<file path="config.mk">
export PLATFORM = sky130hd
export DESIGN_NAME = fdd_back
export DESIGN_NICKNAME = d
export VERILOG_FILES = /design/src/rtl/fdd_pkg.sv /design/src/rtl/fdd_back.sv
export SDC_FILE = /design/constraint.sdc
export NUM_CORES = 2
export LEC_CHECK = 0
export BUFFER_PORTS_ARGS = -buffer_cell sky130_fd_sc_hd__buf_2
export CAP_MARGIN = 30
export CORE_MARGIN = 2
export CORE_UTILIZATION = 32
export CTS_BUF_LIST = sky130_fd_sc_hd__clkbuf_4 sky130_fd_sc_hd__clkbuf_8 sky130_fd_sc_hd__clkbuf_16
export CTS_CLUSTER_SIZE = 30
export DETAILED_ROUTE_END_ITERATION = 7
export GPL_TIMING_DRIVEN = 0
export PLACE_DENSITY = 0.51
export SLEW_MARGIN = 20
export SYNTH_ARGS = -nofsm -noshare
export SYNTH_HDL_FRONTEND = slang
export SYNTH_SLANG_ARGS = --single-unit
</file>
<file path="constraint.sdc">
create_clock -name clk -period 10.95 [get_ports clk]
set_clock_uncertainty 0.2 [all_clocks]
set_input_delay 0.5475 -clock clk [delete_from_list [all_inputs] [get_ports clk]]
set_output_delay 0.5475 -clock clk [all_outputs]
set_load 0.02 [all_outputs]
</file>
<file path="src/rtl/fdd_pkg.sv">
// Shared types and constants for the finite difference derivative block.
// Holds the item, result and queued-operation structs and the register map.
// No dependencies; every other file in rtl/ imports this package.
package fdd_pkg;

  localparam int SAMPLE_WIDTH = 24;
  // Worst case difference is 3*x - 4*p1 + p2, which needs three extra bits.
  localparam int DIFF_WIDTH = SAMPLE_WIDTH + 3;
  localparam int SPACING_WIDTH = 24;
  localparam int PROD_WIDTH = DIFF_WIDTH + SPACING_WIDTH + 1;
  localparam int FRAC_BITS = 16;
  localparam int DERIV_WIDTH = 35;
  localparam int QUEUE_DEPTH_DEFAULT = 4;

  localparam int CFG_INDEX_WIDTH = 2;
  localparam int CFG_DATA_WIDTH = 24;

  localparam logic [SPACING_WIDTH-1:0] INV_SPACING_RESET = SPACING_WIDTH'(65536);
  localparam logic EDGE_ORDER_RESET = 1'b1;

  typedef enum logic [CFG_INDEX_WIDTH-1:0] {
    CFG_INV_SPACING = 2'd0,
    CFG_EDGE_ORDER  = 2'd1
  } cfg_reg_t;

  typedef struct packed {
    logic signed [SAMPLE_WIDTH-1:0] sample;
    logic                           column_end;
  } item_t;

  typedef struct packed {
    logic signed [DERIV_WIDTH-1:0] derivative;
    logic                          last_of_run;
    logic                          column_done;
    logic                          too_short;
  } result_t;

  // One pending derivative: the raw difference and how to scale it.
  typedef struct packed {
    logic signed [DIFF_WIDTH-1:0] diff;
    logic                         double_span;
    logic                         last_of_run;
    logic                         column_done;
    logic                         too_short;
  } diff_op_t;

endpackage

</file>
<file path="src/rtl/fdd_back.sv">
// Back end: scales queued differences by the reciprocal spacing, shifts,
// saturates and drives the result register. Depends on fdd_pkg.
module fdd_back (
  input  logic                                  clk,
  input  logic                                  rst,
  input  logic [fdd_pkg::SPACING_WIDTH-1:0]     inv_spacing,
  input  fdd_pkg::diff_op_t                     head,
  input  logic                                  q_empty,
  output logic                                  q_pop,
  output logic                                  result_valid,
  input  logic                                  result_stall,
  output fdd_pkg::result_t                      result
);
  import fdd_pkg::*;

  logic                         advance;
  logic                         prod_valid;
  logic signed [PROD_WIDTH-1:0] prod;
  logic                         prod_double;
  logic                         prod_last;
  logic                         prod_done;
  logic                         prod_short;

  logic signed [PROD_WIDTH-1:0]     shifted;
  logic [PROD_WIDTH-DERIV_WIDTH:0]  upper;
  logic signed [DERIV_WIDTH-1:0]    deriv_sat;

  // The whole back end moves as one pipeline whenever the result register frees.
  assign advance = !result_valid || !result_stall;
  assign q_pop = advance && !q_empty;

  always_comb begin
    shifted = prod_double ? (prod >>> (FRAC_BITS + 1)) : (prod >>> FRAC_BITS);
    upper = shifted[PROD_WIDTH-1:DERIV_WIDTH-1];
    if ((&upper) || !(|upper)) begin
      deriv_sat = shifted[DERIV_WIDTH-1:0];
    end else if (shifted[PROD_WIDTH-1]) begin
      deriv_sat = {1'b1, {(DERIV_WIDTH-1){1'b0}}};
    end else begin
      deriv_sat = {1'b0, {(DERIV_WIDTH-1){1'b1}}};
    end
  end

  always_ff @(posedge clk) begin
    if (rst) begin
      prod_valid <= 1'b0;
      result_valid <= 1'b0;
    end else if (advance) begin
      prod_valid <= q_pop;
      result_valid <= prod_valid;
    end
  end

  always_ff @(posedge clk) begin
    if (advance) begin
      prod <= head.diff * $signed({1'b0, inv_spacing});
      prod_double <= head.double_span;
      prod_last <= head.last_of_run;
      prod_done <= head.column_done;
      prod_short <= head.too_short;
      result.derivative <= deriv_sat;
      result.last_of_run <= prod_last;
      result.column_done <= prod_done;
      result.too_short <= prod_short;
    end
  end

endmodule

</file>
; ---- Yosys cells after proc, flatten, opt, wreduce, memory -nomap -nowiden
; Index checks and enable logic that the tools add are counted.
[totals]
register_bits = 96
input_bits = 59
out_inout_bits = 40
[op_classes]
multipliers = 1
muxes = 3
reduce_logical = 9
[op_table]
columns = op, count
row1 = $mux 35, 3
row2 = $mul 27x25->52, 1
row3 = $reduce_and 18->1, 1
row4 = $reduce_or 18->1, 1
row5 = $logic_not 1->1, 4
row6 = $logic_or 1x1->1, 2
row7 = $logic_and 1x1->1, 1

; ---- Depth between registers and ports, before layout
[depth]
ltp_word = 5
depth_mapped = 26
depth_no_buf = 25

; ---- Least setup slack after synthesis
; OpenSTA, ideal clock, no wires.
[synth_timing]
path_kind = input port to flip-flop
startpoint = input head[30] (netlist name)
endpoint = register prod[50] (data pin)
setup_ps = 263
arrival_time_ps = 6948
slack_ps = 3539
stages = 22
n_path_buf = 2
cell_sequence = clkbuf_1 and2_1 fa_1 inv_1 fa_1 fa_1 inv_1 fa_1 fa_1 fa_1 inv_1 fa_1 inv_1 ha_1 clkbuf_1 a21o_1 a21o_1 a21oi_1 or3b_2 o221ai_1 o21bai_1 xor2_1
[synth_between]
elab_chain_cells = 1
[synth_lines]
columns = item, line
row1 = from (decl), fdd_back.sv:7  ; input fdd_pkg::diff_op_t head,
row2 = $mul 27x25->52, fdd_back.sv:56  ; prod <= head.diff * $signed({1'b0, inv_spacing});
row3 = to (signal assigned), fdd_back.sv:56
row4 = to (decl), fdd_back.sv:18  ; logic signed [PROD_WIDTH-1:0] prod;
; Every way passes these cells.
; A chain may end at the register's enable or synchronous reset.

; ---- Worst setup path after layout
[layout_timing]
startpoint = input inv_spacing[10] (netlist name)
endpoint = register prod[51] (data pin)
[layout_between]
elab_chain_cells = 1
[layout_lines]
columns = item, line
row1 = from (decl), fdd_back.sv:6  ; input logic [fdd_pkg::SPACING_WIDTH-1:0] inv_spacing,
row2 = $mul 27x25->52, fdd_back.sv:56
; Every way passes these cells.

==> flow_summary_export.csv <==
group,metric,value,unit
global_routing,grtUsageTotal,0.203,
floorplan,initial_core_util,0.323,
synthesis,syn-num-nets,3581,
timing,final_max_slew_viol_count,0,
synthesis,async_reset_ff_frac,0,
cts,cts_tree,"built",
worst_setup_path,arrival,8.67,ns
cts,clock_path_buffers,2,
cts,post_cts_buffers,0,
worst_setup_path,cp_slowest_cell,"o31ai_1",
timing,tightest_slew,0.968,ns
cts,cts_root_buf,"clkbuf_16",
drt,routedWlPerCell,21.3,µm
drt,drt_pass1_iterations,6,
floorplan,core,82100,µm²
place,io_buffers,91,
global_routing,grt_overflow,0,
flow_run,drv_cap,0,
floorplan,die-area,85200,µm²
synthesis,yosysSeqAreaShare,0.0898,
cts,hold_buffers,0,
synthesis,synth_warnings,0,
drt,ant_nets,0,
worst_setup_path,slowest_delay,0.78,ns
layout,nets,3686,
drt,drt_first_iter_violations,1151,
synthesis,synth_edf_count,78,
worst_setup_path,crit_top_cell,"fa_1",
synthesis,syn_area_per_cell,9.82,µm²
worst_setup_path,crit_required,10.89,ns
timing,tns,0,ns
timing,slew_headroom,0.355,
floorplan,dieWidth,292,µm
global_routing,grt_first_pass_wirelength,127000,µm
cts,clkLatencyLatePin,0.34,ns
synthesis,synth_top_area_share,0.510,
worst_setup_path,crit_chain,"buf_2, clkbuf_1, nand2_1, fa_1, inv_1, fa_1, inv_1, fa_1, fa_1, inv_1, fa_1, fa_1, fa_1, ha_1, a21o_1, a31oi_1, nand3_2, o31ai_1, a211oi_1, o221ai_1, nor2_1, a211oi_1",
synthesis,synth.most_common_cell,"inv_1",
worst_setup_path,worst_setup_path_end_kind,"flop",
global_routing,grt_pass1_vias,20400,
hold_path,min_path_type,"in2reg",
worst_setup_path,cp_max_fo,10,
floorplan,dieHeight,292,µm
timing,post-route-min-period,8.74,ns
synthesis,ys_top_cells_by_area,"fa_1, inv_1, and2_1",
layout,layout-drive-gt1-share,0.0455,
cts,cts-htree-levels,3,
cts,numCtsBuffers,9,
global_routing,grt_antenna_before_repair,6,
layout,fillers,8542,
synthesis,synth_cell_type_count,52,
timing,whs,0.167,ns
run_status,status,"finished, final reports clean",
synthesis,synth-main-ff-cell,"edfxtp_1",
drt,vias,18400,
place,place.gp.congestion,0.947,
worst_setup_path,start_kind,"input pin",
cts,cts-resized-gates,0,
timing,hold_viol,0,
layout,post-route-util,0.350,
drt,via_per_inst,4.73,
timing,rsz0062_at_grt,"false",
layout,area_growth,8.45,%
drt,drc,0,
floorplan,io_pins,99,
global_routing,grt_max_degree,50,
place,dp_hpwl,71700,µm
synthesis,synth_cells,2701,
timing,setup_viol,0,
timing,period_share,0.798,
worst_setup_path,path_class,"in2reg",
synthesis,syn_area,26500,µm²
synthesis,synthTopCellsByCount,"inv_1, fa_1, and2_1, nand2_1, ha_1",
synthesis,yosys.area.top_type,"fa_1",
synthesis,synth-seq-cells,80,
timing,max_freq,114,MHz
cts,clk_pin_slew_worst_paths,0.06,ns
cts,cts_sinks,80,
drt,wirelength,82600,µm
floorplan,rows,105,
==> critical path: cells and delay by family <==
kind / cells / cell delay [ns]
compound gates: 6 / 2.40
buf+inv: 5 / 1.21
simple gates: 3 / 0.66
fa+ha+maj: 8 / 3.85
==> kinds of logic (layout without fill, tap and decap cells) <==
logic type / after synthesis / in the layout / share of synthesized area
buffers and inverters: 828 / 938 / 0.117
multiplexers: 35 / 35 / 0.0132
XOR/XNOR: 48 / 48 / 0.0158
adder cells (fa/ha/maj): 821 / 821 / 0.579
other: 0 / 2 / 0
AND/OR/NAND/NOR: 733 / 733 / 0.146
flip-flops: 80 / 80 / 0.0898
AO/OA/AOI/OAI: 156 / 156 / 0.0391
==> layout make-up <==
type	count	area, µm²	share of cell area
diodes	2	5.00	0.000174
flip-flops and latches	80	2380	0.0828
clock buffers	12	267	0.00926
inverters	701	2630	0.0915
clock inverters	4	98.8	0.00344
multi-input cells	1793	21000	0.731
plain buffers	127	477	0.0166
repair buffers	94	526	0.0183
well taps	1070	1340	0.0465
==> placed cells by master (no fill, tap or decap), types with 3 or more instances in the layout <==
| master | netlist | layout |
|---|---|---|
| ha_1 | 145 | 145 |
| a31oi_1 | 6 | 6 |
| o21bai_1 | 11 | 11 |
| clkbuf_16 | 0 | 9 |
| nand3_1 | 7 | 7 |
| a21oi_1 | 69 | 69 |
| a21o_1 | 26 | 26 |
| and3_1 | 9 | 9 |
| inv_1 | 701 | 701 |
| nor2_1 | 14 | 14 |
| nor2b_1 | 7 | 7 |
| nand2b_1 | 3 | 3 |
| clkbuf_1 | 123 | 123 |
| o21ai_0 | 15 | 14 |
| nand2_1 | 269 | 268 |
| and2_1 | 397 | 397 |
| and4_1 | 4 | 4 |
| or2_2 | 3 | 3 |
| nor3_1 | 5 | 5 |
| buf_2 | 0 | 91 |
| xor2_1 | 18 | 18 |
| bufinv_16 | 0 | 3 |
| buf_1 | 4 | 4 |
| xnor2_1 | 30 | 30 |
| fa_1 | 676 | 676 |
| mux2i_1 | 35 | 35 |
| a211oi_1 | 4 | 4 |
| clkbuf_8 | 0 | 3 |
| nand4_1 | 10 | 10 |
| edfxtp_1 | 78 | 78 |
==> metal layers <==
layer | vias up | share of wire | wire length [µm] | track usage
li1 | 8037 | - | - | -
met1 | 9653 | 0.41 | 33900 | 0.256
met2 | 553 | 0.48 | 39700 | 0.344
met3 | 130 | 0.056 | 4640 | 0.0315
met4 | 2 | 0.052 | 4320 | 0.0888
met5 | - | 0.00016 | 13 | 0
==> through the flow <==
stage	instances	instance area, µm²	setup WS, ns
finish	3883	28800	2.21
global route	3881	28800	1.99
CTS	3880	28700	2.24
detailed placement	3864	28400	1.91
global placement	3862	28300	1.85
floorplan	2701	26500	3.54
==> registers in the layout, indices dropped and copies added, names as in the netlist <==
signal and count:
prod_short 1, prod_double 1, prod 36, result_valid 1
prod_last 1, result 38, prod_done 1, prod_valid 1
==> path summary, 6_finish.rpt <==
| path | from | to | slack (ns) | cells past startpoint |
|---|---|---|---|---|
| max | inv_spacing[10] | prod[51] | 2.21 | 22 |
| min | rst | result_valid | 0.17 | 2 |
| max reg2reg | prod_double | result[10] | 6.87 | 9 |
| min reg2reg | prod_done | result[1] | 0.22 | 0 |
Power is left out: the tool's default activity adds up to more than one toggle a clock period on the data nets, which glitch-free logic cannot reach.
