### config.mk
export PLATFORM = sky130hd
export DESIGN_NAME = fdd_front
export DESIGN_NICKNAME = d
export VERILOG_FILES = /design/src/rtl/fdd_pkg.sv /design/src/rtl/fdd_front.sv
export SDC_FILE = /design/constraint.sdc
export NUM_CORES = 1
export LEC_CHECK = 0
export BUFFER_PORTS_ARGS = -buffer_cell sky130_fd_sc_hd__buf_2
export CORE_MARGIN = 2
export CORE_UTILIZATION = 40
export DETAILED_ROUTE_END_ITERATION = 10
export GPL_ROUTABILITY_DRIVEN = 0
export MAX_ROUTING_LAYER = met4
export PLACE_DENSITY_LB_ADDON = 0.3
export SYNTH_ARGS = -nofsm -noshare
export SYNTH_HDL_FRONTEND = slang
export SYNTH_SLANG_ARGS = --single-unit
### constraint.sdc
create_clock -name clk -period 5.05 [get_ports clk]
set_input_delay 1.01 -clock clk [delete_from_list [all_inputs] [get_ports clk]]
set_output_delay 1.01 -clock clk [all_outputs]
set_load 0.05 [all_outputs]
### src/rtl/fdd_pkg.sv
// Shared types and constants for the finite difference derivative block.
// Holds the item, result and queued-operation structs and the register map.
// No dependencies; every other file in rtl/ imports this package.
package fdd_pkg;

  localparam int SAMPLE_WIDTH = 24;
  // Worst case difference is 3*x - 4*p1 + p2, which needs three extra bits.
  localparam int DIFF_WIDTH = SAMPLE_WIDTH + 3;
  localparam int SPACING_WIDTH = 24;
  localparam int PROD_WIDTH = DIFF_WIDTH + SPACING_WIDTH + 1;
  localparam int FRAC_BITS = 16;
  localparam int DERIV_WIDTH = 35;
  localparam int QUEUE_DEPTH_DEFAULT = 4;

  localparam int CFG_INDEX_WIDTH = 2;
  localparam int CFG_DATA_WIDTH = 24;

  localparam logic [SPACING_WIDTH-1:0] INV_SPACING_RESET = SPACING_WIDTH'(65536);
  localparam logic EDGE_ORDER_RESET = 1'b1;

  typedef enum logic [CFG_INDEX_WIDTH-1:0] {
    CFG_INV_SPACING = 2'd0,
    CFG_EDGE_ORDER  = 2'd1
  } cfg_reg_t;

  typedef struct packed {
    logic signed [SAMPLE_WIDTH-1:0] sample;
    logic                           column_end;
  } item_t;

  typedef struct packed {
    logic signed [DERIV_WIDTH-1:0] derivative;
    logic                          last_of_run;
    logic                          column_done;
    logic                          too_short;
  } result_t;

  // One pending derivative: the raw difference and how to scale it.
  typedef struct packed {
    logic signed [DIFF_WIDTH-1:0] diff;
    logic                         double_span;
    logic                         last_of_run;
    logic                         column_done;
    logic                         too_short;
  } diff_op_t;

endpackage

### src/rtl/fdd_front.sv
// Front end: accepts samples, keeps the column history and turns each
// sample into zero to three difference operations for the queue.
// Depends on fdd_pkg.
module fdd_front (
  input  logic             clk,
  input  logic             rst,
  input  logic             edge_order_two,
  input  logic             item_valid,
  output logic             item_stall,
  input  fdd_pkg::item_t   item,
  input  logic             q_full,
  output logic             q_push,
  output fdd_pkg::diff_op_t q_data
);
  import fdd_pkg::*;

  logic signed [SAMPLE_WIDTH-1:0] prev_one;
  logic signed [SAMPLE_WIDTH-1:0] prev_two;
  logic [1:0]                     seen_count;
  diff_op_t                       pend [2];
  logic [1:0]                     pend_cnt;

  diff_op_t                     ops [3];
  logic [1:0]                   n_ops;
  logic                         accept;
  logic signed [DIFF_WIDTH-1:0] x_e;
  logic signed [DIFF_WIDTH-1:0] p1_e;
  logic signed [DIFF_WIDTH-1:0] p2_e;
  logic signed [DIFF_WIDTH-1:0] d_fwd;
  logic signed [DIFF_WIDTH-1:0] d_back;
  logic signed [DIFF_WIDTH-1:0] d_central;
  logic signed [DIFF_WIDTH-1:0] d_left2;
  logic signed [DIFF_WIDTH-1:0] d_right2;

  // The front holds while it still owes queued operations for the last sample or while the queue is full.
  assign item_stall = (pend_cnt != 2'd0) || q_full;
  assign accept = item_valid && !item_stall;

  always_comb begin
    x_e  = DIFF_WIDTH'(item.sample);
    p1_e = DIFF_WIDTH'(prev_one);
    p2_e = DIFF_WIDTH'(prev_two);
    d_fwd     = p1_e - p2_e;
    d_back    = x_e - p1_e;
    d_central = x_e - p2_e;
    d_left2   = (p1_e <<< 2) - (p2_e <<< 1) - p2_e - x_e;
    d_right2  = (x_e <<< 1) + x_e - (p1_e <<< 2) + p2_e;

    for (int k = 0; k < 3; k++) begin
      ops[k] = '0;
    end
    n_ops = 2'd0;

    unique case (seen_count)
      2'd0: begin
        if (item.column_end) begin
          ops[0].column_done = 1'b1;
          ops[0].too_short = 1'b1;
          n_ops = 2'd1;
        end
      end
      2'd1: begin
        if (item.column_end) begin
          ops[0].diff = d_back;
          ops[1].diff = d_back;
          ops[1].column_done = 1'b1;
          n_ops = 2'd2;
        end
      end
      default: begin
        if (seen_count == 2'd2) begin
          ops[0].diff = edge_order_two ? d_left2 : d_fwd;
          ops[0].double_span = edge_order_two;
          ops[1].diff = d_central;
          ops[1].double_span = 1'b1;
          ops[2].diff = edge_order_two ? d_right2 : d_back;
          ops[2].double_span = edge_order_two;
          ops[2].column_done = 1'b1;
          n_ops = item.column_end ? 2'd3 : 2'd2;
        end else begin
          ops[0].diff = d_central;
          ops[0].double_span = 1'b1;
          ops[1].diff = edge_order_two ? d_right2 : d_back;
          ops[1].double_span = edge_order_two;
          ops[1].column_done = 1'b1;
          n_ops = item.column_end ? 2'd2 : 2'd1;
        end
      end
    endcase

    if (n_ops != 2'd0) begin
      ops[n_ops - 2'd1].last_of_run = 1'b1;
    end
  end

  always_comb begin
    if (accept) begin
      q_push = (n_ops != 2'd0);
      q_data = ops[0];
    end else begin
      q_push = (pend_cnt != 2'd0) && !q_full;
      q_data = pend[0];
    end
  end

  always_ff @(posedge clk) begin
    if (rst) begin
      prev_one <= '0;
      prev_two <= '0;
      seen_count <= 2'd0;
      pend_cnt <= 2'd0;
    end else begin
      if (accept) begin
        if (item.column_end) begin
          prev_one <= '0;
          prev_two <= '0;
          seen_count <= 2'd0;
        end else begin
          prev_two <= prev_one;
          prev_one <= item.sample;
          if (seen_count != 2'd3) begin
            seen_count <= seen_count + 2'd1;
          end
        end
        pend_cnt <= (n_ops == 2'd0) ? 2'd0 : n_ops - 2'd1;
      end else if (q_push) begin
        pend_cnt <= pend_cnt - 2'd1;
      end
    end
  end

  always_ff @(posedge clk) begin
    if (accept) begin
      pend[0] <= ops[1];
      pend[1] <= ops[2];
    end else if (q_push) begin
      pend[0] <= pend[1];
    end
  end

endmodule

After elaboration in Yosys (flattened, before gate mapping)
Memory sizes are Yosys's and may differ from the RTL's.
Index checks and enable logic that the tools add are counted.
- add/sub/neg operators: 12
- $lt $le $gt $ge: 2
- equality and inequality tests: 3
- multiplexer cells: 43
- bitwise operators: 2
- reduce and logical (&&, ||, !) cells: 14
- operator list (operator ; number):
    $mux W28 ; 4
    $pmux W27 S2 ; 2
    $bwmux W93 ; 1
    $mux W93 ; 1
    $mux W27 ; 3
    $sub A24 B24 Y25 ; 3
    $demux W31 S2 ; 1
    $mux W31 ; 2
    $sub A27 B24 Y27 ; 2
    $mux W24 ; 2
    $add A27 B24 Y27 ; 1
    $sub A26 B25 Y27 ; 1
    $sub A26 B26 Y27 ; 1
    $add A25 B24 Y26 ; 1
    $mux W2 ; 10
    $mux W1 ; 14
    $reduce_bool A2 Y1 ; 4
    $logic_not A2 Y1 ; 2
    $pmux W2 S2 ; 1
    $sub A2 B1 Y2 const B ; 2
    $ge A3 B3 Y1 const B ; 1
    $logic_and A1 B1 Y1 ; 3
    $lt A3 B1 Y1 const B ; 1
    $mux W3 ; 1
    other kinds (11) ; 12
- bits in registers: 52
- memory bits (writable): 62
- output and inout bits: 33
- memories: 1
- memories (memory ; depth ; width ; rd ports ; clocked after Yosys merged registers in ; write ports ; RTL line ; source):
    pend ; 2 ; 31 ; 2 ; 0 ; 2 ; fdd_front.sv:20 ; diff_op_t pend [2];

Logic depth before layout (Yosys ltp)
- word-level depth: 12
- gate-level depth with buffers: 17
- mapped depth without buffers: 17

Worst setup path before layout
No wires, ideal clock.
- path kind: input -> output
- start point: input port item[3] in the netlist's numbering
- end point: output port q_data[19] in the netlist's numbering
- data arrival time: 4.997 ns
- setup slack: -0.957 ns
- stages: 15
- cells stage by stage: inv_1 fa_1 inv_1 fa_1 fa_1 nand2b_1 a21oi_1 o22ai_2 o21ba_2 o21ai_0 xor2_1 nand2_1 o21ai_0 a221oi_1 o21ai_0
- RTL lines (what ; RTL line ; source):
    start: declaration ; fdd_front.sv:10 ; input fdd_pkg::item_t item,
    end: declaration ; fdd_front.sv:13 ; output fdd_pkg::diff_op_t q_data

==> results.md <==
* Chip height at 194 µm
* Final nets at around 2300
* Distinct cells, synth at 86
* Critical path's top delay family: compound AO/OA/AOI/OAI gates
* First-pass GRT wire length at 74200 µm
* Row count at 69
* Area Growth Syn to Fin at 24.3%
* Worst VDD drop at roughly 0.16 mV
* Overall routing resource usage at 0.256
* Status: complete, but fails checks
* CP max stage delay at 0.49 ns
* Count of state elements after synthesis at 112
* Seq/Total Area, Yosys at 0.197
* Final setup TNS at -6.79 ns
* Hold WS at 0.475 ns
* Die footprint at 37600 µm²
* Rel. slew slack at 0.217
* Worst-path cell chain: buf_8 > inv_4 > fa_1 > inv_1 > fa_2 > buf_6 > fa_2 > nand2b_4 > a21oi_4 > o22ai_4 > a211oi_2 > a311oi_2 > buf_4 > o21ai_4 > xnor2_2 > a221oi_2 > a31oi_4 > buf_6
* Largest net degree at the start of global routing at 75
* FF-to-FF path depth at 18
* Crit path launch: item[3]
* Final period util at 1.11
* Area share of the largest cell type after synthesis at 0.132
* Layout cell share with drive strength beyond 1 at 0.216
* Core area at between 30000 and 40000 µm²
* DRT Wirelength at around 46000 µm
* Commonest non-fill, non-tap cell in the layout: inv_1
* Final hold vios at 0
* Reg-to-Reg Start: prev_one[1]
* Fill count at roughly 3300
* Post-Syn Nets at 2069
* Inserted Diodes at 0
* Ys async rst share at 0
* Sequential Area at roughly 2800 µm²
* Post-synth EDFFs at 60
* Area of the multi-input gates at ~11000 µm²
* Clk pin slew, worst setup/hold paths at 0.09 ns
* Tightest Hold Check Type: reg2reg
* Iter 0 DRT Violations at just over 1000
* Critical path class: in2out
* Vias post-DR at 13700
* Residual DRC count at 0
* Placed Cells at between 2000 and 2500
* Netlist Area Pre-Place at between 10000 and 15000 µm²
* Min-delay src: pend_cnt[0]
* Drt via density at around 5.5
* R2R Setup Slk at between 0.6 and 0.7 ns
* Setup-failing EPs final at 20
* Least-Margin Pin Slew at 1.17 ns
* Final Non-Filler Cells at about 2500
* Power density over the cells at ~250 nW/µm²
* Max-slew violations at 0
* Hold path cells at 1
* Max-cap violations at 0
* LEAKAGE at slightly above 0.008 µW
* Most used flip-flop cell after synthesis: edfxtp_1
* CP Max Fanout at 3
* Crit end category: primary output
* Latest clock arrival within the worst-skew pair at 0.40 ns
* Crit path depth at 18
* Post-Syn Instances at around 1800
* CP max stage cell: fa_1
* Top post-synthesis cells by area: fa_1 (13%), edfxtp_1 (13%), ha_1 (12%), dfxtp_1 (7.2%), inv_1 (7.2%)
* Fmax at ~180 MHz
* Mean Syn Cell Area at between 7 and 8 µm²
* WP buf/inv at 6
* Failing checks: negative setup slack
* Final min period at approximately 5.6 ns
* Starting Density at 0.406
* Router iterations before antenna repair at 6
* Clock skew at 0.0238 ns
* Reg2reg end: pend[0][19]
* Ys Warns at 0
* Most frequent cells in the layout: inv_1 (252), buf_4 (189), nor2_1 (187)
* Crit path DAT at 4.60 ns
* Required @ worst endpoint at just over 4 ns
* Aggregate global routing overflow at 0
* WHS Endpoint: pend_cnt[0]
* WL/cell at between 15 and 20 µm
* DIE WIDTH at between 150 and 200 µm
* # clock sinks at about 110
* CTS max path bufs at 2
* Setup WS post-layout at -0.559 ns
* Post-synth top area cell: fa_1
* CTS root buf: clkbuf_16
* TritonCTS Buffers at 9
* H-tree depth at 3
* Number of global-route vias before repair at roughly 14000
* CTS tree: built
* I/O Buffers at a little over 60
* RSZ-0062 raised after global routing: true
* # IOs at 63
* Routed Antenna Nets at 0
* Initial antenna violation count at 0
* Crit start category: primary input
* Post-DP HPWL at 36700 µm
-- through the flow --
stage / utilization / worst slack (ns) / power [µW] / area (µm²)
after global placement: 0.477 / -0.646 / 3380 / 16900
after floorplan: - / -0.149 / 2660 / 14800
after CTS: 0.499 / -0.514 / 4350 / 17700
final: 0.505 / -0.559 / 4420 / 17900
after detailed placement: 0.477 / -0.704 / 3420 / 16900
after global routing: 0.505 / -0.704 / 4690 / 17900
-- power breakdown --
group          leakage [µW]  switching (µW)  internal [µW]
combinational       0.00694            1520           1100
sequential         0.000998            19.9           1020
clock              0.000139             421            350
total               0.00808            1960           2460
-- logic make-up after synthesis --
group,share of synthesized area
multiplexers,0.0135
flip-flops,0.197
AND/OR/NAND/NOR,0.148
adder cells (fa/ha/maj),0.252
AO/OA/AOI/OAI,0.237
buffers and inverters,0.0894
XOR/XNOR,0.0626
-- repair_timing --
action,CTS,global route
pin swaps,51,41
resized for setup,118,32
buffers inserted,7,7
hold buffers,0,0
endpoints found under the hold margin,0,0
setup endpoints to repair,22,23
-- routing by layer --
layer	wire length, µm	share of wire	track usage	vias to the layer above
met4	1550	0.033	0.0906	0
met1	20500	0.44	0.341	6484
li1	-	-	-	6618
met5	0	0	-	-
met2	21000	0.45	0.407	508
met3	3190	0.069	0.0266	85
-- how the worst max path moves through the flow --
| stage | endpoint | slack [ns] |
|---|---|---|
| floorplan | q_data[29] | -0.15 |
| detailed placement | q_data[29] | -0.70 |
| finish | q_data[27] | -0.56 |
| CTS | q_data[30] | -0.51 |
| global route | q_data[30] | -0.70 |
| global placement | q_data[27] | -0.65 |
-- worst reg2reg max path, delay by kind of cell, from the launching register on --
family,cells,cell delay (ns)
flops,1,0.39
fa+ha+maj,3,1.28
mux,1,0.13
xor+xnor,1,0.18
buf+inv,5,0.65
simple gates,1,0.15
compound gates,7,1.33
-- synthesized netlist by cell type, drive strengths merged (9+ instances only) --
library cell and number:
buf 9, nand2b 19, o211ai 9, edfxtp 60
dfxtp 52, a31oi 22, nor3 58, mux2i 15
nand2 122, and3 12, a21oi 185, o21bai 12
clkbuf 52, a221oi 27, o31ai 11, nor2b 14
a211oi 19, and2 18, xor2 46, o21a 23
a21o 48, nor2 190, xnor2 57, fa 95
o21ai 96, inv 280, nand3 18, ha 138
o22ai 9
-- flip-flops by register name, summed over array words and instances, names as in the netlist --
signal	cells
pend	60
pend_cnt	2
prev_one	24
prev_two	24
seen_count	2
-- layout make-up --
type	instances	share of cell area
multi-input cells	1351	0.619
clock inverters	7	0.00412
repair buffers	259	0.112
well taps	461	0.0322
clock buffers	9	0.0126
inverters	282	0.0605
flip-flops and latches	112	0.159
Note: power is estimated with default switching activity, not from simulation.
