===== src/rtl/fdd_pkg.sv =====
// Shared types and constants for the finite difference derivative block.
// Holds the item, result and queued-operation structs and the register map.
// No dependencies; every other file in rtl/ imports this package.
package fdd_pkg;

  localparam int SAMPLE_WIDTH = 24;
  // Worst case difference is 3*x - 4*p1 + p2, which needs three extra bits.
  localparam int DIFF_WIDTH = SAMPLE_WIDTH + 3;
  localparam int SPACING_WIDTH = 24;
  localparam int PROD_WIDTH = DIFF_WIDTH + SPACING_WIDTH + 1;
  localparam int FRAC_BITS = 16;
  localparam int DERIV_WIDTH = 35;
  localparam int QUEUE_DEPTH_DEFAULT = 4;

  localparam int CFG_INDEX_WIDTH = 2;
  localparam int CFG_DATA_WIDTH = 24;

  localparam logic [SPACING_WIDTH-1:0] INV_SPACING_RESET = SPACING_WIDTH'(65536);
  localparam logic EDGE_ORDER_RESET = 1'b1;

  typedef enum logic [CFG_INDEX_WIDTH-1:0] {
    CFG_INV_SPACING = 2'd0,
    CFG_EDGE_ORDER  = 2'd1
  } cfg_reg_t;

  typedef struct packed {
    logic signed [SAMPLE_WIDTH-1:0] sample;
    logic                           column_end;
  } item_t;

  typedef struct packed {
    logic signed [DERIV_WIDTH-1:0] derivative;
    logic                          last_of_run;
    logic                          column_done;
    logic                          too_short;
  } result_t;

  // One pending derivative: the raw difference and how to scale it.
  typedef struct packed {
    logic signed [DIFF_WIDTH-1:0] diff;
    logic                         double_span;
    logic                         last_of_run;
    logic                         column_done;
    logic                         too_short;
  } diff_op_t;

endpackage


===== src/rtl/fdd_queue.sv =====
// Small first-in first-out queue of difference operations between the
// front and back ends. Depends on fdd_pkg.
module fdd_queue #(
  parameter int DEPTH = fdd_pkg::QUEUE_DEPTH_DEFAULT
) (
  input  logic              clk,
  input  logic              rst,
  input  logic              push,
  input  fdd_pkg::diff_op_t push_data,
  input  logic              pop,
  output fdd_pkg::diff_op_t head,
  output logic              full,
  output logic              empty
);
  import fdd_pkg::*;

  localparam int PtrWidth = (DEPTH > 1) ? $clog2(DEPTH) : 1;
  localparam int CntWidth = $clog2(DEPTH + 1);

  diff_op_t              entries [DEPTH];
  logic [PtrWidth-1:0]   wr_ptr;
  logic [PtrWidth-1:0]   rd_ptr;
  logic [CntWidth-1:0]   count;

  assign full = (count == CntWidth'(DEPTH));
  assign empty = (count == '0);
  assign head = entries[rd_ptr];

  always_ff @(posedge clk) begin
    if (rst) begin
      wr_ptr <= '0;
      rd_ptr <= '0;
      count <= '0;
    end else begin
      if (push) begin
        wr_ptr <= (wr_ptr == PtrWidth'(DEPTH - 1)) ? '0 : wr_ptr + PtrWidth'(1);
      end
      if (pop) begin
        rd_ptr <= (rd_ptr == PtrWidth'(DEPTH - 1)) ? '0 : rd_ptr + PtrWidth'(1);
      end
      if (push && !pop) begin
        count <= count + CntWidth'(1);
      end else if (pop && !push) begin
        count <= count - CntWidth'(1);
      end
    end
  end

  always_ff @(posedge clk) begin
    if (push) begin
      entries[wr_ptr] <= push_data;
    end
  end

endmodule


===== config.mk =====
export PLATFORM = sky130hd
export DESIGN_NAME = fdd_queue
export DESIGN_NICKNAME = d
export VERILOG_FILES = /design/src/rtl/fdd_pkg.sv /design/src/rtl/fdd_queue.sv
export SDC_FILE = /design/constraint.sdc
export NUM_CORES = 1
export LEC_CHECK = 0
export BUFFER_PORTS_ARGS = -buffer_cell sky130_fd_sc_hd__buf_4
export CAP_MARGIN = 20
export CORE_ASPECT_RATIO = 2
export CORE_UTILIZATION = 55
export DETAILED_ROUTE_END_ITERATION = 7
export PLACE_DENSITY_LB_ADDON = 0.15
export SLEW_MARGIN = 15
export SYNTH_ARGS = -nofsm -noshare
export SYNTH_HDL_FRONTEND = slang
export SYNTH_SLANG_ARGS = --single-unit

===== constraint.sdc =====
create_clock -name clk -period 5.1 [get_ports clk]
set_input_delay 0.255 -clock clk [delete_from_list [all_inputs] [get_ports clk]]
set_output_delay 0.255 -clock clk [all_outputs]
set_load 0.02 [all_outputs]

======== Word level (Yosys, flattened, before mapping) ========
Memories as Yosys holds them, arrays and structs flattened. A register that Yosys moved wholly into a read port is not among the register bits.
Cells that the tools add are included.
cells by class
  $add $sub $neg .......................... 4
  mux-type cells .......................... 8
  reduce and logical (&&, ||, !) cells .... 6
  equal/unequal tests ..................... 3
operators with widths
  cell                                              count
  2-to-1 mux 2 bit                                  4
  2-to-1 mux 3 bit                                  2
  adder 2 x 1 -> 2 bit, second input constant       2
  equality test 2 bit, second input constant        2
  adder 3 x 1 -> 3 bit, second input constant       1
  equality test 3 bit, second input constant        1
  logical NOT 3 bit                                 1
  subtractor 3 x 1 -> 3 bit, second input constant  1
  logical AND 1 bit                                 2
  logical NOT 1 bit                                 2
  2-to-1 mux 1 bit                                  2
  nonzero test 2 bit                                1
storage, ports and cells
  logic and storage cells ................. 25
  RAM bits ................................ 124
  output and inout port bits .............. 33
  bits in registers ....................... 7
  memories ................................ 1
  input bits .............................. 35
memory list
  name     depth  width  rd ports  clocked after memory_dff  wr ports  line             source
  entries  4      31     1         1                         1         fdd_queue.sv:20  diff_op_t entries [DEPTH];

======== Longest topological paths before layout ========
Gate-level depths: netlist of the first run.
  word-level depth ........................ 4
  depth in mapped cells ................... 7
  gate-level depth less buffers ........... 7

======== Worst setup path before layout of the first run ========
No wires, ideal clock.
  path kind ............................... register to register
  start ................................... register wr_ptr[0]
  end ..................................... memory entries[3][0] (netlist name), enable pin
  clock period less this slack ............ 1709 ps
  buffers on the path ..................... 0
  arrival ................................. 1318 ps
  setup time .............................. 391 ps
  stages on the path, launching flop included .. 3
  slack ................................... 3391 ps
  required time ........................... 4709 ps
  path through ............................ dfxtp_1 ha_1 and2_1
RTL lines
  element                 line             source
  start, declared         fdd_queue.sv:21  logic [PtrWidth-1:0] wr_ptr;
  start signal, assigned  fdd_queue.sv:36  wr_ptr <= (wr_ptr == PtrWidth'(DEPTH - 1)) ? '0 : wr_ptr + PtrWidth'(1);
  end, declared           fdd_queue.sv:20
No word-level cell before the write port.

==> results of run 1 <==
-- power breakdown --
group	total (mW)	internal (mW)	switching [mW]	leakage, nW
combinational	0.260	0.123	0.137	0.645
clock	1.28	0.860	0.423	0.300
sequential	1.27	1.25	0.0201	1.21
total	2.81	2.23	0.580	2.16
-- per-layer routing --
metal  track usage [%]  part of all wire [%]  up-vias
met5                 0                     0        -
met2              32.8                    57       65
met3              7.07                   4.3       12
li1                  -                     -     1015
met1              21.4                    37     1191
met4              8.16                   1.6        0
-- worst paths after layout --
kind,from,end,slack (ns),depth (start not counted)
setup / recovery,flip-flop,head[30],2.78,3
hold / removal,push_data[6],entries[0][6],0.05,1
hold reg to reg,count[2],count[2],0.51,2
setup reg to reg,wr_ptr[0],entries[3][15],3.41,2
-- worst max-delay path, stage by stage (launching register included) --
cell,delay (ns)
sky130_fd_sc_hd__dfxtp_1,0.71
sky130_fd_sc_hd__buf_4,0.40
sky130_fd_sc_hd__mux4_2,0.37
sky130_fd_sc_hd__buf_4,0.17
-- state kept, by name, indices dropped and copies added, names as in the netlist, named ones only --
name     flops
count        3
entries    124
rd_ptr       2
wr_ptr       2
-- cell type report --
class	count	area [sq um]	share of cell area (%)
clock buffer	17	425	6.91
clock inverter	15	211	3.44
inverter	4	15.0	0.244
multi-input combinational	62	952	15.5
sequential	133	3910	63.5
tap	100	125	2.03
timing repair buffer	69	518	8.42
-- stage by stage --
stage                     setup WS [ns]  hold slack (ns)  total power [mW]  std cells
final                              2.78           0.0496              2.81        400
after global routing               2.68           0.0256              2.90        400
after CTS                          2.72           0.0317              2.84        400
after detailed placement           3.16            0.458              1.56        368
after global placement             3.12            0.454              1.55        368
after floorplan                    3.39            0.324              1.44        205
-- cells by family (layout without fill, tap and decap cells) --
family | after synthesis | after routing | share of synthesized area, %
mux | 35 | 35 | 15.1
xor+xnor | 2 | 2 | 0.356
simple gates | 15 | 15 | 1.58
flops | 133 | 133 | 79.4
compound gates | 3 | 3 | 0.305
fa+ha+maj | 7 | 7 | 1.93
buf+inv | 10 | 105 | 1.30
-- placed cells by master, fill, tap and decap left out, types with 2 or more instances in the layout --
cell                         Yosys  layout
sky130_fd_sc_hd__and2_2          0       4
sky130_fd_sc_hd__a21oi_1         2       2
sky130_fd_sc_hd__xor2_1          2       2
sky130_fd_sc_hd__mux2i_1         4       4
sky130_fd_sc_hd__edfxtp_1      124     124
sky130_fd_sc_hd__nor2_1          7       7
sky130_fd_sc_hd__bufinv_16       0       5
sky130_fd_sc_hd__mux4_2         30      30
sky130_fd_sc_hd__buf_4           0      69
sky130_fd_sc_hd__clkbuf_16       0      17
sky130_fd_sc_hd__dfxtp_1         9       8
sky130_fd_sc_hd__nor3b_1         2       2
sky130_fd_sc_hd__clkinv_2        0       3
sky130_fd_sc_hd__clkinv_1        0       2
sky130_fd_sc_hd__inv_1           4       4
sky130_fd_sc_hd__ha_1            6       6
sky130_fd_sc_hd__clkinvlp_4      0       4
==> results.yml, run 1 <==
timing:
  rsz0062_at_grt: "false"
  fin_tns_setup_ns: 0
  finalSetupViolations: 0
  finalCriticalPeriod_ns: 2.32
  layout_worst_path_cycle_share_pct: 45.6
  timing.clock.skew_ns: 0.00371
  hold_viol_final: 0
  slew_viol_final: 0
  slew-limit-headroom_pct: 43.3
  worstMarginPinSlew_ns: 0.850
  achievable-frequency_mhz: 430
route:
  route.detailed.wl_per_inst_microns: 20.0
  firstDrtPassIters: 4
  vias: 2283
  first_iter_violations: 185
  drc_errors: 0
  viasPerCell: 5.71
  routed_wl_microns: 7990
  antenna_violating_nets_post_route: 0
yosys:
  synth.most_common_cell: "sky130_fd_sc_hd__edfxtp_1"
  avg_cell_area_syn_sq_um: 24.0
  synth_commonest_cells: "124 x sky130_fd_sc_hd__edfxtp_1, 30 x sky130_fd_sc_hd__mux4_2, 9 x sky130_fd_sc_hd__dfxtp_1"
  synth_fp_nets: 247
  synth-seq-area-share_pct: 79.4
  synth_cell_types: 18
  yosys.area.top_type: "sky130_fd_sc_hd__edfxtp_1"
  post_synth_instance_area_sq_mm: 0.00491
  synth_flop_cell: "sky130_fd_sc_hd__edfxtp_1"
  synth.ff_latch_count: 133
  yosys_top_cell_area_share_pct: 75.8
  syn-instance-count: 205
  synth_async_sr_flop_share_pct: 0
  synth-edff-count: 124
  post_synth_main_area_contributors: "sky130_fd_sc_hd__edfxtp_1 76%, sky130_fd_sc_hd__mux4_2 14%, sky130_fd_sc_hd__dfxtp_1 3.7%"
  yosysWarningCount: 0
clock_tree:
  clk-insertion-delay-late_ns: 0.40
  worst_setup_hold_path_clk_slew_ns: 0.05
  post_cts_resized: 0
  ctsRootBufferMaster: "sky130_fd_sc_hd__clkbuf_16"
  post_cts_hold_buffer_count: 0
  clock_path_buffers: 2
  cts_post_setup_buffers_inserted: 0
  clock_tree.htree_level_count: 4
  cts_sinks: 133
  tritoncts_clock_tree: "yes"
  cts_inserted_buffers: 17
final_layout:
  area_delta_synth_final_pct: 25.2
  n_antenna_cell: 0
  final_core_util_pct: 71.1
  final_layout_size_suffix_gt1_share_pct: 44.7
  layout.nets: 329
  fillers: 553
  design_area_sq_mm: 0.00615
die:
  floorplan.rows: 48
  fp.dieW_microns: 68.8
  design.die.area_sq_mm: 0.00934
  num_io_pins: 68
  start_util_pct: 56.8
  core_area_sq_mm: 0.00865
  die_height_microns: 136
setup_path:
  crit_path_max_fanout: 19
  cp-end-kind: "primary output"
  timing.setup.critical_path_class: "flip-flop to primary output"
  crit_required_ns: 4.85
  cp_data_arrival_time_ns: 2.07
  cp-start-kind: "flip-flop"
global_route:
  grt_antenna_before_repair: 0
  grt_pass1_vias: 2323
  grt_max_degree: 32
  overflow: 0
  grt_pass1_wl_microns: 12100
  groute.usage.overall_pct: 19.5
placed_design:
  placement.io_buffers: 67
  placedInstanceArea_sq_mm: 0.00552
  gpl.final_weighted_congestion: 0.659
  post-dp-hpwl_microns: 4920
pwr:
  power_per_cell_area_mw_per_mm2: 457
  irDropWorstVdd_mv: 0.340
  p_leak_nw: 2.16
hold_path:
  worst_hold_path_type: "input port to flip-flop"
outcome:
  outcome: "complete, no violations"
flow_run:
  drv.max_cap_violation_count: 0
Note: power is estimated with default switching activity, not from simulation.
==> run 2, diff against run 1 <==
--- a/config.mk
+++ b/config.mk
@@ -5,6 +5,7 @@
 export SDC_FILE = /design/constraint.sdc
 export NUM_CORES = 1
 export LEC_CHECK = 0
+export ABC_AREA = 1
 export BUFFER_PORTS_ARGS = -buffer_cell sky130_fd_sc_hd__buf_4
 export CAP_MARGIN = 20
 export CORE_ASPECT_RATIO = 2
==> constraint.sdc (replaced) <==
create_clock -name clk -period 2.3 [get_ports clk]
set_input_delay 0.115 -clock clk [delete_from_list [all_inputs] [get_ports clk]]
set_output_delay 0.115 -clock clk [all_outputs]
set_load 0.02 [all_outputs]
==> run 2 against run 1 <==
Against the previous run:
- critical path depth up 1
- design area grew 6.5%
- cell count grew 46%
- largest cell class unchanged
==> results.yml, run 2 <==
final_layout:
  n_antenna_cell: 0
  layout_commonest_cell: "sky130_fd_sc_hd__edfxtp_1"
  final_layout_size_suffix_gt1_share_pct: 22.2
  flip_flop_count_of_the_largest_register_after_layout: 124
  layout.nets: 512
  area_delta_synth_final_pct: 28.5
  final_cell_mix: "124 x sky130_fd_sc_hd__edfxtp_1, 77 x sky130_fd_sc_hd__buf_4, 70 x sky130_fd_sc_hd__nor2_1, 58 x sky130_fd_sc_hd__o21ai_1, 32 x sky130_fd_sc_hd__dlygate4sd3_1"
  reg_with_most_ffs: "entries"
  largest_registers: "entries (124), count (3)"
yosys:
  post_synth_instance_area_sq_mm: 0.00510
  synth.most_common_cell: "sky130_fd_sc_hd__edfxtp_1"
  synth_fp_nets: 401
  synth_commonest_cells: "124 x sky130_fd_sc_hd__edfxtp_1, 70 x sky130_fd_sc_hd__nor2_1, 58 x sky130_fd_sc_hd__o21ai_1"
  syn-instance-count: 359
  yosysWarningCount: 0
  synth.ff_latch_count: 133
  synth_cell_types: 19
  yosys.area.top_type: "sky130_fd_sc_hd__edfxtp_1"
  synth-seq-area-share_pct: 76.6
  synth-edff-count: 124
  synth_flop_cell: "sky130_fd_sc_hd__edfxtp_1"
  avg_cell_area_syn_sq_um: 14.2
  post_synth_main_area_contributors: "sky130_fd_sc_hd__edfxtp_1 73%, sky130_fd_sc_hd__o21ai_1 5.7%, sky130_fd_sc_hd__nor2_1 5.2%"
  yosys_top_cell_area_share_pct: 73.0
  synth_async_sr_flop_share_pct: 0
route:
  antenna_violating_nets_post_route: 0
  first_iter_violations: 144
  routed_wl_microns: 9810
  viasPerCell: 5.51
  vias: 3221
  drc_errors: 0
  firstDrtPassIters: 4
  route.detailed.wl_per_inst_microns: 16.8
global_route:
  grt_pass1_vias: 3222
  grt_pass1_wl_microns: 15500
  groute.usage.overall_pct: 21.9
  grt_max_degree: 63
  grt_antenna_before_repair: 0
  overflow: 0
pwr:
  netSwitchingFraction_pct: 22.8
  irDropWorstVdd_mv: 0.769
  post-layout-total-power_mw: 6.00
  share_comb_of_total_power_pct: 11.9
  p_seq_share_pct: 46.8
  power_per_cell_area_mw_per_mm2: 916
  p_leak_nw: 2.45
  power_frac_clock_pct: 41.3
  cell_int_power_mw: 4.63
  net-switching-power_mw: 1.37
clock_tree:
  clock_path_buffers: 2
  cts_post_setup_buffers_inserted: 0
  cts_inserted_buffers: 17
  cts_sinks: 133
  tritoncts_clock_tree: "yes"
  ctsRootBufferMaster: "sky130_fd_sc_hd__clkbuf_16"
  post_cts_resized: 0
  post_cts_hold_buffer_count: 32
  clock_tree.htree_level_count: 4
  worst_setup_hold_path_clk_slew_ns: 0.05
  clk-insertion-delay-late_ns: 0.41
setup_path:
  rr_startpoint: "wr_ptr[0]"
  timing.setup.critical_path_class: "flip-flop to primary output"
  cp_data_arrival_time_ns: 1.84
  crit_required_ns: 2.18
  cp-start-kind: "flip-flop"
  crit_path_max_fanout: 28
  worst-r2r-setup-slack_ns: 0.78
  cp-end-kind: "primary output"
placed_design:
  placement.io_buffers: 67
  gpl.final_weighted_congestion: 0.818
  post-dp-hpwl_microns: 5780
hold_path:
  holdCritStartpoint: "pop"
  worst_hold_path_type: "input port to flip-flop"
timing:
  fin_tns_setup_ns: 0
  slew-limit-headroom_pct: 72.3
  slew_viol_final: 0
  achievable-frequency_mhz: 512
  timing.clock.skew_ns: 0.00507
  finalCriticalPeriod_ns: 1.95
  layout_worst_path_cycle_share_pct: 84.9
  finalSetupViolations: 0
  hold_viol_final: 0
  rsz0062_at_grt: "false"
  worstMarginPinSlew_ns: 0.415
die:
  design.die.area_sq_mm: 0.00968
  fp.dieW_microns: 70.1
  die_height_microns: 138
  floorplan.rows: 49
  start_util_pct: 56.6
  num_io_pins: 68
  core_area_sq_mm: 0.00901
flow_run:
  drv.max_cap_violation_count: 0
outcome:
  outcome: "complete, no violations"
## run 2: changes by cell type after synthesis, sizes merged, moves of 8 or more
cell | previous run | this run
o21ai | 1 | 65
nor2 | 7 | 70
mux4 | 31 | 0
o22ai | 0 | 31
buf | 6 | 19
inv | 4 | 16
nand2 | 0 | 8
## run 2: area by class of cell
type | instances | area (sq um)
Clock inverter | 12 | 113
Clock buffer | 20 | 437
Sequential cell | 133 | 3910
Tap cell | 102 | 128
Inverter | 16 | 67.6
Fill cell | 604 | 2460
Multi-Input combinational cell | 191 | 962
Timing Repair Buffer | 111 | 938
## run 2: metal layers
metal | part of all wire (%) | global-route usage, % | vias up
met5 | 0 | 0 | -
met4 | 2.7 | 11.8 | 0
met3 | 4.0 | 5.90 | 26
met2 | 55 | 38.6 | 86
met1 | 38 | 23.4 | 1564
li1 | - | - | 1545
## run 2: power groups by stage
stage               clock (mW)  combinational (mW)  sequential (mW)
global placement             0               0.661             2.85
finish                    2.48               0.716             2.81
floorplan                    0               0.408             2.84
detailed placement           0               0.676             2.85
global route              2.62               0.774             2.81
CTS                       2.51               0.722             2.81
## run 2: metrics by stage
step	setup WS [ns]	cell area (sq um)	cells	util (%)	hold slack [ns]
6_report	0.346	6550	585	72.7	0.0295
5_1_grt	0.290	6550	585	72.7	0.0564
4_1_cts	0.342	6550	585	72.7	0.0143
3_5_place_dp	0.782	5680	521	63.0	0.316
3_3_place_gp	0.808	5680	521	63.0	0.313
2_1_floorplan	0.710	5100	359	-	0.187
## run 2: critical path, stage by stage, from the launching register on
cell	delay, ns
sky130_fd_sc_hd__dfxtp_2	0.53
sky130_fd_sc_hd__buf_4	0.36
sky130_fd_sc_hd__o21ai_1	0.11
sky130_fd_sc_hd__o22ai_1	0.24
sky130_fd_sc_hd__buf_4	0.19
## run 2: path summary, 6_finish.rpt
check,to,depth (start not counted)
max reg2reg,entries[3][20],4
min reg2reg,rd_ptr[1],2
max,head[24],4
min,rd_ptr[1],3
## run 2: kinds of logic after synthesis
| kind of cell | synth area share [%] |
|---|---|
| flip-flops | 76.6 |
| AND/OR/NAND/NOR | 6.36 |
| AO/OA/AOI/OAI | 10.5 |
| buffers and inverters | 4.56 |
| adder cells (fa/ha/maj) | 1.87 |
| XOR/XNOR | 0.172 |
